--- config.mk ---
export PLATFORM = sky130hd
export DESIGN_NAME = mtp_ctrl
export DESIGN_NICKNAME = d
export VERILOG_FILES = /design/src/rtl/mersenne_twister_prng_macros.svh /design/src/rtl/mtp_pkg.sv /design/src/rtl/mtp_ctrl.sv
export SDC_FILE = /design/constraint.sdc
export NUM_CORES = 1
export LEC_CHECK = 0
export BUFFER_PORTS_ARGS = -buffer_cell sky130_fd_sc_hd__clkbuf_2
export CAP_MARGIN = 20
export CORE_AREA = 2 2 39 41
export DETAILED_ROUTE_END_ITERATION = 6
export DIE_AREA = 0 0 41 43
export PLACE_DENSITY = 0.66
export SLEW_MARGIN = 10
export SYNTH_ARGS = -nofsm -noshare
export SYNTH_HDL_FRONTEND = slang
export SYNTH_SLANG_ARGS = --single-unit
--- constraint.sdc ---
create_clock -name clk -period 3.25 [get_ports clk]
set_input_delay 0.325 -clock clk [delete_from_list [all_inputs] [get_ports clk]]
set_output_delay 0.325 -clock clk [all_outputs]
set_load 0.02 [all_outputs]
--- src/rtl/mersenne_twister_prng_macros.svh ---
// Assertion macros for the MT19937 generator.
// Used by the top level; relies on clk and rst_n in the including scope.
`ifndef MERSENNE_TWISTER_PRNG_MACROS_SVH
`define MERSENNE_TWISTER_PRNG_MACROS_SVH
`ifndef SYNTHESIS
`define MTP_ASSERT(lbl, prop) \
    lbl: assert property (@(posedge clk) disable iff (!rst_n) (prop)) \
        else $error("mtp assertion failed");
`define MTP_ASSERT_NEXT(lbl, pre, post) \
    lbl: assert property (@(posedge clk) disable iff (!rst_n) (pre) |=> (post)) \
        else $error("mtp assertion failed");
`else
`define MTP_ASSERT(lbl, prop)
`define MTP_ASSERT_NEXT(lbl, pre, post)
`endif
`endif

--- src/rtl/mtp_pkg.sv ---
// Package for the MT19937 generator: constants, command/status types, tempering.
// No dependencies.
package mtp_pkg;
    localparam int unsigned STATE_WORDS  = 624;
    localparam int unsigned TWIST_OFFSET = 397;
    localparam int unsigned IDX_W        = 10;

    localparam logic [31:0] SEED_MULT    = 32'h6c078965;
    localparam logic [31:0] TWIST_MATRIX = 32'h9908b0df;
    localparam logic [31:0] TEMPER_B     = 32'h9d2c5680;
    localparam logic [31:0] TEMPER_C     = 32'hefc60000;
    localparam logic [31:0] UPPER_MASK   = 32'h80000000;

    typedef struct packed {
        logic accept;
        logic seed_init;
        logic seed_mul;
        logic seed_add;
        logic rd_a;
        logic rd_b;
        logic rd_c;
        logic twist;
        logic temper;
        logic div_step;
        logic add;
        logic out_load;
    } mtp_cmd_t;

    typedef struct packed {
        logic seed_last;
        logic div_last;
        logic need_div;
        logic out_free;
    } mtp_stat_t;

    function automatic logic [31:0] temper(input logic [31:0] x);
        logic [31:0] y;
        y = x ^ (x >> 11);
        y = y ^ ((y << 7) & TEMPER_B);
        y = y ^ ((y << 15) & TEMPER_C);
        y = y ^ (y >> 18);
        return y;
    endfunction
endpackage

--- src/rtl/mtp_ctrl.sv ---
// Controller state machine: sequences seeding, twist, tempering and the remainder.
// Depends on mtp_pkg.
module mtp_ctrl (
    input  logic               clk,
    input  logic               rst_n,
    input  logic               cfg_we,
    input  logic               in_valid,
    output logic               in_ready,
    input  mtp_pkg::mtp_stat_t stat,
    output mtp_pkg::mtp_cmd_t  cmd
);
    import mtp_pkg::*;

    localparam logic [3:0] S_SINIT = 4'd0;
    localparam logic [3:0] S_SMUL  = 4'd1;
    localparam logic [3:0] S_SADD  = 4'd2;
    localparam logic [3:0] S_IDLE  = 4'd3;
    localparam logic [3:0] S_RA    = 4'd4;
    localparam logic [3:0] S_RB    = 4'd5;
    localparam logic [3:0] S_RC    = 4'd6;
    localparam logic [3:0] S_TW    = 4'd7;
    localparam logic [3:0] S_TEMP  = 4'd8;
    localparam logic [3:0] S_DIV   = 4'd9;
    localparam logic [3:0] S_ADD   = 4'd10;
    localparam logic [3:0] S_OUT   = 4'd11;

    logic [3:0] state_reg, state_next;

    // a seed write takes priority over a waiting transaction
    assign in_ready = (state_reg == S_IDLE) && !cfg_we;

    always_comb
    begin
        cmd        = '0;
        state_next = state_reg;
        case (state_reg)
            S_SINIT:
            begin
                cmd.seed_init = 1'b1;
                state_next    = S_SMUL;
            end
            S_SMUL:
            begin
                cmd.seed_mul = 1'b1;
                state_next   = S_SADD;
            end
            S_SADD:
            begin
                cmd.seed_add = 1'b1;
                state_next   = stat.seed_last ? S_IDLE : S_SMUL;
            end
            S_IDLE:
            begin
                if (in_valid)
                begin
                    cmd.accept = 1'b1;
                    state_next = S_RA;
                end
            end
            S_RA:
            begin
                cmd.rd_a   = 1'b1;
                state_next = S_RB;
            end
            S_RB:
            begin
                cmd.rd_b   = 1'b1;
                state_next = S_RC;
            end
            S_RC:
            begin
                cmd.rd_c   = 1'b1;
                state_next = S_TW;
            end
            S_TW:
            begin
                cmd.twist  = 1'b1;
                state_next = S_TEMP;
            end
            S_TEMP:
            begin
                cmd.temper = 1'b1;
                state_next = stat.need_div ? S_DIV : S_ADD;
            end
            S_DIV:
            begin
                cmd.div_step = 1'b1;
                if (stat.div_last)
                    state_next = S_ADD;
            end
            S_ADD:
            begin
                cmd.add    = 1'b1;
                state_next = S_OUT;
            end
            S_OUT:
            begin
                if (stat.out_free)
                begin
                    cmd.out_load = 1'b1;
                    state_next   = S_IDLE;
                end
            end
            default: state_next = S_IDLE;
        endcase
        // a seed write restarts the fill
        if (cfg_we)
        begin
            cmd        = '0;
            state_next = S_SINIT;
        end
    end

    always_ff @(posedge clk or negedge rst_n)
    begin
        if (!rst_n)
            state_reg <= S_SINIT;
        else
            state_reg <= state_next;
    end
endmodule

# --- Word-level counts from Yosys, hierarchy flattened ---
# Index checks and enable logic that the tools add are counted.
op_classes:
  n_mux: 22
  n_reduce_logical: 4
  n_eq_ne: 14
ops:
  columns: ["cell", "count"]
  rows:
  - ["one-hot mux 4 bit (12 select lines)", 1]
  - ["== test 4 x 3 -> 1 bit, second input constant", 4]
  - ["== test 4 bit, second input constant", 4]
  - ["two-way mux 4 bit", 4]
  - ["two-way mux 1 bit", 14]
  - ["two-way mux 12 bit", 1]
  - ["!= test 3 bit, second input constant", 3]
  - ["== test 4 x 2 -> 1 bit, second input constant", 2]
  - ["== test 4 x 1 -> 1 bit, second input constant", 1]
  - ["zero test 4 bit", 1]
  - ["two-way mux 2 bit", 2]
  - ["AND reduction 3 bit", 1]
  - ["logical AND 1 bit", 1]
  - ["zero test 1 bit", 1]
word_totals:
  elab_cells: 41
  out_inout_bits: 13
  ff_bits: 4

# --- Longest topological paths before layout ---
# Gate-level depths: netlist (run 1).
depth:
  depth_word: 3
  ltp_mapped: 4

# --- Least setup slack after synthesis (run 1) ---
# No wires, ideal clock.
synth_timing:
  path_type: "register to output"
  from: "register state_reg[2]"
  to: "output cmd[3] in the netlist's numbering"
  arrival_ns: 1.343
  path_stages_with_launch: 4
  path_slack_ns: 1.582
  n_path_buf: 1
  cell_sequence: "dfrtp_1 > buf_4 > or3b_4 > nor3_1"
synth_lines:
  columns: ["element", "line_no", "source"]
  rows:
  - ["from (decl)", "mtp_ctrl.sv:27", "logic [3:0] state_reg, state_next;"]
  - ["from (signal assigned)", "mtp_ctrl.sv:119", "state_reg <= state_next;"]
  - ["to (decl)", "mtp_ctrl.sv:10", "output mtp_pkg::mtp_cmd_t cmd"]

==> impl_metrics.py, run 1 <==
metrics = {
    "outcome": {
        "status": "finished clean",
    },
    "power": {
        "vdd_ir_drop_max_mv": 0.2515,
        "p_per_area_mw_per_mm2": 304.2,
        "intPower_uw": 107.7,
        "finalPower_uw": 150.4,
        "sequentialPowerShare_pct": 39.4,
        "combPwrFrac_pct": 20.7,
        "p_sw_share_pct": 28.34,
        "p_sw_uw": 42.61,
        "p_clk_share_pct": 39.9,
        "p_leak_nw": 0.2371,
    },
    "layout": {
        "antennaDiodeCount": 0,
        "nets": 79,
        "drive_gt1_share_pct": 36.23,
        "final_cells": 85,
        "largest_register_ffs": 4,
        "area_growth_pct": 33.45,
        "fill_cells": 145,
    },
    "drt": {
        "postRouteAntennaNets": 0,
        "wl_um": 859,
        "routed-via-count": 427,
        "drc_errors": 0,
        "drt_first_pass_iters": 4,
        "drt_iter0_markers": 17,
        "viasPerCell": 5.024,
        "wl_per_cell_um": 10.11,
    },
    "clocking": {
        "hold_buffers": 1,
        "cts_buffer_depth": 2,
        "cts_tree": "yes",
        "cts-resized-gates": 0,
        "cts-root-buf": "clkbuf_4",
        "path_clk_slew_ns": 0.03,
        "clock-sinks": 4,
        "htree_levels": 1,
        "cts_buffers": 3,
        "insertion_delay_ns": 0.23,
        "cts_setup_buffers": 0,
    },
    "critical_path": {
        "cp_slowest_cell": "dfrtp_1",
        "r2r_slack_ns": 1.84,
        "cpPeakStageDelay_ns": 0.45,
        "endpoint_kind": "primary output",
        "crit_type": "reg -> out",
        "cp_max_fo": 9,
        "cp-start-kind": "flip-flop",
        "path_cells": "or3_1 > nor3_1 > clkbuf_2",
        "cp.arrival_ns": 1.48,
        "worstPathRequired_ns": 2.92,
    },
    "global_routing": {
        "grt_pass1_wl_um": 1462,
        "antenna_found_initial": 0,
        "grt_usage_pct": 12.59,
        "grt_pass1_vias": 349,
        "grt_max_degree": 12,
        "grt_overflow_total": 0,
    },
    "die": {
        "ios": 21,
        "initial_core_util_pct": 26.76,
        "rows": 14,
        "die_x_um": 41,
        "die_h_um": 43,
        "die_area_mm2": 0.001763,
        "coreArea_mm2": 0.001384,
    },
    "sta": {
        "skew_ns": 0.003449,
        "finalCritPeriodShare_pct": 55.67,
        "slew_headroom_pct": 78.99,
        "fmax_mhz": 552.7,
        "final-setup-viol-count": 0,
        "worst_slew_pin_slew_ns": 0.3151,
        "timing.final.hold_violations": 0,
        "rsz0062_at_grt": "no",
        "drv_slew": 0,
        "layout_setup_ws_ns": 1.441,
        "fin_setup_tns_ns": 0,
        "min_period_ns": 1.809,
    },
    "placement": {
        "place_congestion": 0.7158,
        "portBuffers": 20,
        "placed_cells": 81,
        "place_ws_ns": 1.651,
        "post-dp-hpwl_um": 680,
    },
    "logic_synthesis": {
        "synthFlopType": "dfrtp_1",
        "synth-edff-count": 0,
        "synth_warnings": 0,
        "synth.mux.area_fraction_pct": 2.703,
        "synth.ff_latch_count": 4,
        "synth_top_family_by_area": "simple AND/OR/NAND/NOR gates",
        "synth-compound-area-share_pct": 16.22,
        "syn_area_um2": 370.4,
        "syn_nets": 57,
        "yosysSeqAreaShare_pct": 27.03,
        "netlist_instances": 49,
        "synth_xor_area_share_pct": 0,
        "async_flop_share_pct": 100.0,
        "yosys.area_share.simple_pct": 45.27,
        "synth_cell_types": 27,
        "synthAdderAreaFrac_pct": 0,
        "syn_avg_cell_area_um2": 7.558,
    },
    "run": {
        "maxCapViolations": 0,
    },
    "min_path": {
        "min_path_type": "in -> reg",
    },
}
[power by group through the flow]
stage	Combinational, mW	Clock [mW]	Sequential, mW
finish	0.0311	0.0601	0.0592
global route	0.0347	0.0705	0.0599
CTS	0.0314	0.0642	0.0591
detailed placement	0.0302	0	0.0598
global placement	0.0301	0	0.0598
floorplan	0.0251	0	0.0539
[cells by family after synthesis]
logic type             after synthesis
and+or+nand+nor                     31
buffers and inverters                5
DFF                                  4
AOI/OAI and AO/OA                    8
muxes                                1
[cell type report]
class                   count  area (um2)  share of cell area, %
clock buffers               3       22.52                  4.557
inverters                   1       3.754                 0.7595
multi-input cells          40       237.7                  48.10
flip-flops and latches      4       100.1                  20.25
well taps                  16       20.02                  4.051
repair buffers             21       110.1                  22.28
[path summary, 6_finish.rpt]
check	cells past startpoint	from	to
max	3	state_reg[3]	cmd[10]
min	2	cfg_we	state_reg[3]
max reg2reg	3	state_reg[3]	state_reg[0]
min reg2reg	2	state_reg[2]	state_reg[2]
max in group asynchronous	2	rst_n	state_reg[2]
min in group asynchronous	2	rst_n	state_reg[0]
[placed cells by master (no fill, tap or decap)]
cell type,instances
a21boi_0,1
a21oi_1,1
a311o_1,1
and3b_1,1
and4b_1,1
clkbuf_2,20
clkbuf_4,3
dfrtp_1,4
dlygate4sd3_1,1
inv_1,1
mux2i_1,1
nand2_1,4
nand2b_1,2
nand3b_1,1
nand4_1,1
nor2_1,10
nor2b_1,1
nor3_1,5
nor4b_1,1
o211a_1,1
o211ai_1,1
o21a_1,1
o21ai_0,1
o31ai_1,1
or2_2,1
or3_1,2
or3b_4,1
[layer usage]
| layer | vias up | GRT usage, % | part of all wire (%) |
|---|---|---|---|
| met5 | - | 0 | 0 |
| met4 | 0 | 4.000 | 0 |
| met3 | 0 | 9.424 | 9.1 |
| met2 | 13 | 15.31 | 48 |
| met1 | 199 | 16.88 | 42 |
| li1 | 215 | - | - |
[critical path: cells and delay by family (launching register included)]
kind,cells,cell delay (ns)
buffers and inverters,1,0.20
flip-flops,1,0.45
AND/OR/NAND/NOR,2,0.60
[Yosys cell counts, types with 2 or more instances]
library cell / number / area (um2)
nor3_1: 5 / 25.02
nor2_1: 10 / 37.54
buf_2: 2 / 10.01
or3_1: 2 / 12.51
dfrtp_1: 4 / 100.1
nand2_1: 4 / 15.01
nand2b_1: 2 / 12.51
[per-stage QoR]
step | hold slack [ns] | util [%] | instance area (um2)
2_1_floorplan | 0.02941 | - | 370.4
3_3_place_gp | 0.1322 | 33.36 | 461.7
3_5_place_dp | 0.1332 | 33.36 | 461.7
4_1_cts | 0.3576 | 35.71 | 494.2
5_1_grt | 0.3596 | 35.71 | 494.2
6_report | 0.3649 | 35.71 | 494.2
Power figures use the tool's default switching activity.
==> run 2: changes to the inputs <==
Clock period 3.25 ns to 1.85 ns, I/O delays scaled along.
==> impl_metrics.py, run 2 (same netlist as run 1, synthesis figures left out) <==
metrics = {
    "outcome": {
        "status": "finished clean",
    },
    "drt": {
        "wl_um": 894,
        "wl_per_cell_um": 10.52,
        "drc_errors": 0,
        "postRouteAntennaNets": 0,
        "drt_iter0_markers": 8,
        "viasPerCell": 4.835,
        "routed-via-count": 411,
        "drt_first_pass_iters": 3,
    },
    "layout": {
        "final_common_cell": "clkbuf_2",
        "final_cells": 85,
        "most-common-layout-cells": "clkbuf_2 (20), nor2_1 (10), nor3_1 (5), nand2_1 (4), dfrtp_1 (4)",
        "drive_gt1_share_pct": 36.23,
        "nets": 79,
        "area_growth_pct": 33.45,
        "finish.instance_area_um2": 494.2,
        "largest_register_ffs": 4,
        "antennaDiodeCount": 0,
    },
    "global_routing": {
        "grt_pass1_vias": 374,
        "grt_max_degree": 12,
        "use_met3_pct": 9.424,
        "antenna_found_initial": 0,
        "grt_usage_pct": 12.89,
        "grt-busiest-layer": "met1",
        "grt_use_met2_pct": 16.88,
        "grt_pass1_wl_um": 1518,
        "grtUsageMet1_pct": 17.21,
        "grt_overflow_total": 0,
    },
    "critical_path": {
        "r2r_slack_ns": 0.45,
        "crit_type": "reg -> out",
        "cpPeakStageDelay_ns": 0.47,
        "crit_end": "cmd[3]",
        "cp-start-kind": "flip-flop",
        "crit_start": "state_reg[3]",
        "reg2regPathDepth": 3,
        "cp_max_fo": 9,
        "path_cells": "or3b_4 > nor3_1 > clkbuf_2",
        "cp_slowest_cell": "dfrtp_1",
        "endpoint_kind": "primary output",
        "r2r_start": "state_reg[3]",
        "cp.arrival_ns": 1.50,
        "worstPathRequired_ns": 1.66,
        "timing.rr.end": "state_reg[0]",
    },
    "die": {
        "die_x_um": 41,
        "coreArea_mm2": 0.001384,
        "initial_core_util_pct": 26.76,
        "ios": 21,
        "die_h_um": 43,
        "die_area_mm2": 0.001763,
        "rows": 14,
    },
    "sta": {
        "fmax_mhz": 592.6,
        "slew_headroom_pct": 77.92,
        "fin_setup_tns_ns": 0,
        "layout_setup_ws_ns": 0.1626,
        "drv_slew": 0,
        "rsz0062_at_grt": "no",
        "finalCritPeriodShare_pct": 91.21,
        "worst_slew_pin_slew_ns": 0.3312,
        "final-setup-viol-count": 0,
        "skew_ns": 0.003398,
        "timing.final.hold_violations": 0,
        "min_period_ns": 1.687,
    },
    "power": {
        "finalPower_uw": 268.7,
        "p_per_area_mw_per_mm2": 543.7,
        "p_leak_nw": 0.2371,
        "vdd_ir_drop_max_mv": 0.4064,
    },
    "clocking": {
        "cts_tree": "yes",
        "insertion_delay_ns": 0.24,
        "clock-sinks": 4,
        "cts_buffers": 3,
        "path_clk_slew_ns": 0.03,
        "cts_buffer_depth": 2,
        "htree_levels": 1,
        "cts-resized-gates": 0,
        "cts-root-buf": "clkbuf_4",
    },
    "placement": {
        "place_ws_ns": 0.4147,
        "place_area_um2": 461.7,
        "post-dp-hpwl_um": 688.3,
        "place_congestion": 0.7737,
        "placed_cells": 81,
        "portBuffers": 20,
    },
    "min_path": {
        "min_path_type": "in -> reg",
    },
    "run": {
        "maxCapViolations": 0,
    },
}
==> run 2: cell counts in the layout (fill, tap and decap cells not counted) <==
No cell type changed its count.
==> run 2: through the flow <==
stage               hold slack, ns  utilization, %
floorplan                  -0.1106               -
global placement         -0.003776           33.36
detailed placement       -0.004874           33.36
CTS                         0.2199           35.71
global route                0.2449           35.71
finish                      0.2261           35.71
==> run 2: worst min-delay path by stage <==
stage	start	to	slack (ns)	depth (start not counted)
final	cfg_we	state_reg[3]	0.23	2
after global routing	cfg_we	state_reg[3]	0.24	2
after CTS	cfg_we	state_reg[3]	0.22	2
after detailed placement	rst_n	state_reg[3]	-0.005	1
after global placement	rst_n	state_reg[0]	-0.004	1
after floorplan	rst_n	state_reg[0]	-0.11	0
==> run 2: where the power goes <==
part           internal (mW)  total (mW)  switching [mW]
Combinational         0.0247      0.0548          0.0301
Sequential            0.0922       0.104          0.0121
Clock                 0.0726       0.110          0.0369
Total                  0.190       0.269          0.0791
==> run 2: critical path, delay by kind of cell (launching register included) <==
| kind | cells | cell delay, ns |
|---|---|---|
| flip-flops | 1 | 0.47 |
| AND/OR/NAND/NOR | 2 | 0.60 |
| buffers and inverters | 1 | 0.20 |
==> run 2: cell type report <==
type	instances	area, um2
fillers	158	889.6
multi-input cells	40	237.7
repair buffers	21	110.1
flip-flops and latches	4	100.1
clock buffers	3	22.52
well taps	16	20.02
inverters	1	3.754
==> run 2: per-layer routing <==
layer  vias up  part of all wire, %
met3         0                  7.2
met5         -                    0
met2        10                   47
met1       184                   46
li1        217                    -
met4         0                    0
==> run 2: repair_timing <==
action / 4_1_cts / 5_1_grt
hold buffers: 1 / 0
buffers inserted: 0 / 0
hold endpoints to repair: 4 / 0
==> run 3: changes to the inputs <==
Settings changed: CELL_PAD_IN_SITES_DETAIL_PLACEMENT set to 0, CELL_PAD_IN_SITES_GLOBAL_PLACEMENT set to 2, CORE_AREA 2 2 39 41 to unset, CORE_ASPECT_RATIO set to 1.1, CORE_MARGIN set to 1.5, CORE_UTILIZATION set to 20, DIE_AREA 0 0 41 43 to unset, PLACE_DENSITY 0.66 to 0.83.
==> impl_metrics.py, run 3 (same netlist as run 1, synthesis figures left out) <==
metrics = {
    "global_routing": {
        "grt_overflow_total": 0,
        "grt_max_degree": 12,
        "grt_pass1_wl_um": 1462,
        "grt_use_met2_pct": 14.41,
        "antenna_found_initial": 0,
        "grt-busiest-layer": "met2",
        "use_met3_pct": 4.815,
        "grt_pass1_vias": 334,
        "grt_usage_pct": 10.76,
        "grtUsageMet1_pct": 11.80,
    },
    "placement": {
        "place_congestion": 0.7442,
        "post-dp-hpwl_um": 748.9,
        "placed_cells": 83,
        "portBuffers": 20,
    },
    "drt": {
        "drt_iter0_markers": 11,
        "drc_errors": 0,
        "postRouteAntennaNets": 0,
        "wl_per_cell_um": 10.99,
        "drt_first_pass_iters": 4,
        "viasPerCell": 4.793,
        "routed-via-count": 417,
        "wl_um": 956,
    },
    "clocking": {
        "clock-sinks": 4,
        "cts-resized-gates": 0,
        "htree_levels": 1,
        "cts_buffers": 3,
        "insertion_delay_ns": 0.24,
        "cts_tree": "yes",
        "cts-root-buf": "clkbuf_4",
        "path_clk_slew_ns": 0.04,
        "cts_buffer_depth": 2,
        "cts_setup_buffers": 0,
    },
    "sta": {
        "min_period_ns": 1.686,
        "finalCritPeriodShare_pct": 91.14,
        "rsz0062_at_grt": "no",
        "drv_slew": 0,
        "timing.final.hold_violations": 0,
        "fmax_mhz": 593.1,
        "worst_slew_pin_slew_ns": 0.3248,
        "skew_ns": 0.008144,
        "fin_setup_tns_ns": 0,
        "final-setup-viol-count": 0,
        "slew_headroom_pct": 78.35,
    },
    "die": {
        "rows": 16,
        "initial_core_util_pct": 21.02,
        "ios": 21,
        "die_h_um": 48.13,
        "die_area_mm2": 0.002119,
        "die_x_um": 44.03,
        "coreArea_mm2": 0.001762,
    },
    "layout": {
        "final_common_cell": "clkbuf_2",
        "area_growth_pct": 34.12,
        "largest_register_ffs": 4,
        "drive_gt1_share_pct": 36.23,
        "final_cells": 87,
        "fill_cells": 195,
        "nets": 79,
        "antennaDiodeCount": 0,
        "most-common-layout-cells": "clkbuf_2 (20), nor2_1 (10), nor3_1 (5), nand2_1 (4), dfrtp_1 (4)",
    },
    "critical_path": {
        "cp-start-kind": "flip-flop",
        "crit_type": "reg -> out",
        "cp.arrival_ns": 1.50,
        "cp_max_fo": 9,
        "worstPathRequired_ns": 1.66,
        "endpoint_kind": "primary output",
    },
    "power": {
        "vdd_ir_drop_max_mv": 0.1432,
        "p_leak_nw": 0.2371,
        "p_per_area_mw_per_mm2": 540.1,
    },
    "min_path": {
        "min_path_type": "in -> reg",
    },
    "outcome": {
        "status": "finished clean",
    },
    "run": {
        "maxCapViolations": 0,
    },
}
[run 3: cell counts in the layout (fill, tap and decap cells not counted)]
Identical to the previous run, type by type.
[run 3: stage by stage]
step | area (um2) | total power, mW | hold WS, ns | setup WS (ns) | util (%)
after floorplan | 370.4 | 0.1387 | -0.1106 | 0.3215 | -
after global placement | 464.2 | 0.1596 | -0.005329 | 0.4304 | 26.35
after detailed placement | 464.2 | 0.1596 | 0.001238 | 0.4220 | 26.35
after CTS | 496.7 | 0.2741 | 0.2062 | 0.1630 | 28.20
after global routing | 496.7 | 0.2982 | 0.2225 | 0.04058 | 28.20
final | 496.7 | 0.2683 | 0.2179 | 0.1640 | 28.20
[run 3: worst max-delay path, stage by stage, from the launching register on]
cell and delay [ns]:
dfrtp_1 0.48, or3b_4 0.44, nor3_1 0.15, clkbuf_2 0.20
[run 3: area by class of cell]
type	count	area, um2	area share [%]
clock buffers	3	22.52	4.534
inverters	1	3.754	0.7557
multi-input cells	40	237.7	47.86
flip-flops and latches	4	100.1	20.15
well taps	18	22.52	4.534
repair buffers	21	110.1	22.17
[run 3: path summary, 6_finish.rpt]
| check | from | end | slack, ns | cells after the start |
|---|---|---|---|---|
| worst max-delay path | state_reg[3] | cmd[3] | 0.16 | 3 |
| worst max register to register | state_reg[3] | state_reg[0] | 0.43 | 3 |
| min in group asynchronous | rst_n | state_reg[3] | 0.29 | 2 |
| worst min-delay path | cfg_we | state_reg[3] | 0.22 | 2 |
| worst min register to register | state_reg[2] | state_reg[2] | 0.67 | 2 |
| max in group asynchronous | rst_n | state_reg[0] | 1.43 | 2 |
[run 3: what timing repair did]
item / in CTS / in global routing
endpoints found under the hold margin: 4 / 0
hold buffers: 1 / 0
setup endpoints to repair: 0 / 0
[run 3: routing by layer]
metal / up-vias / routed length (um) / part of all wire, %
met5: - / 0 / 0
met4: 0 / 27 / 2.8
met3: 2 / 47 / 4.9
met2: 12 / 440 / 46
met1: 186 / 440 / 46
li1: 217 / - / -
[run 3: where the power goes]
group / total (mW) / switching, mW / internal (mW) / leakage [nW]
registers: 0.104 / 0.0121 / 0.0922 / 0.0538
clock network: 0.108 / 0.0358 / 0.0725 / 0.0138
logic: 0.0556 / 0.0309 / 0.0247 / 0.169
total: 0.268 / 0.0788 / 0.189 / 0.237
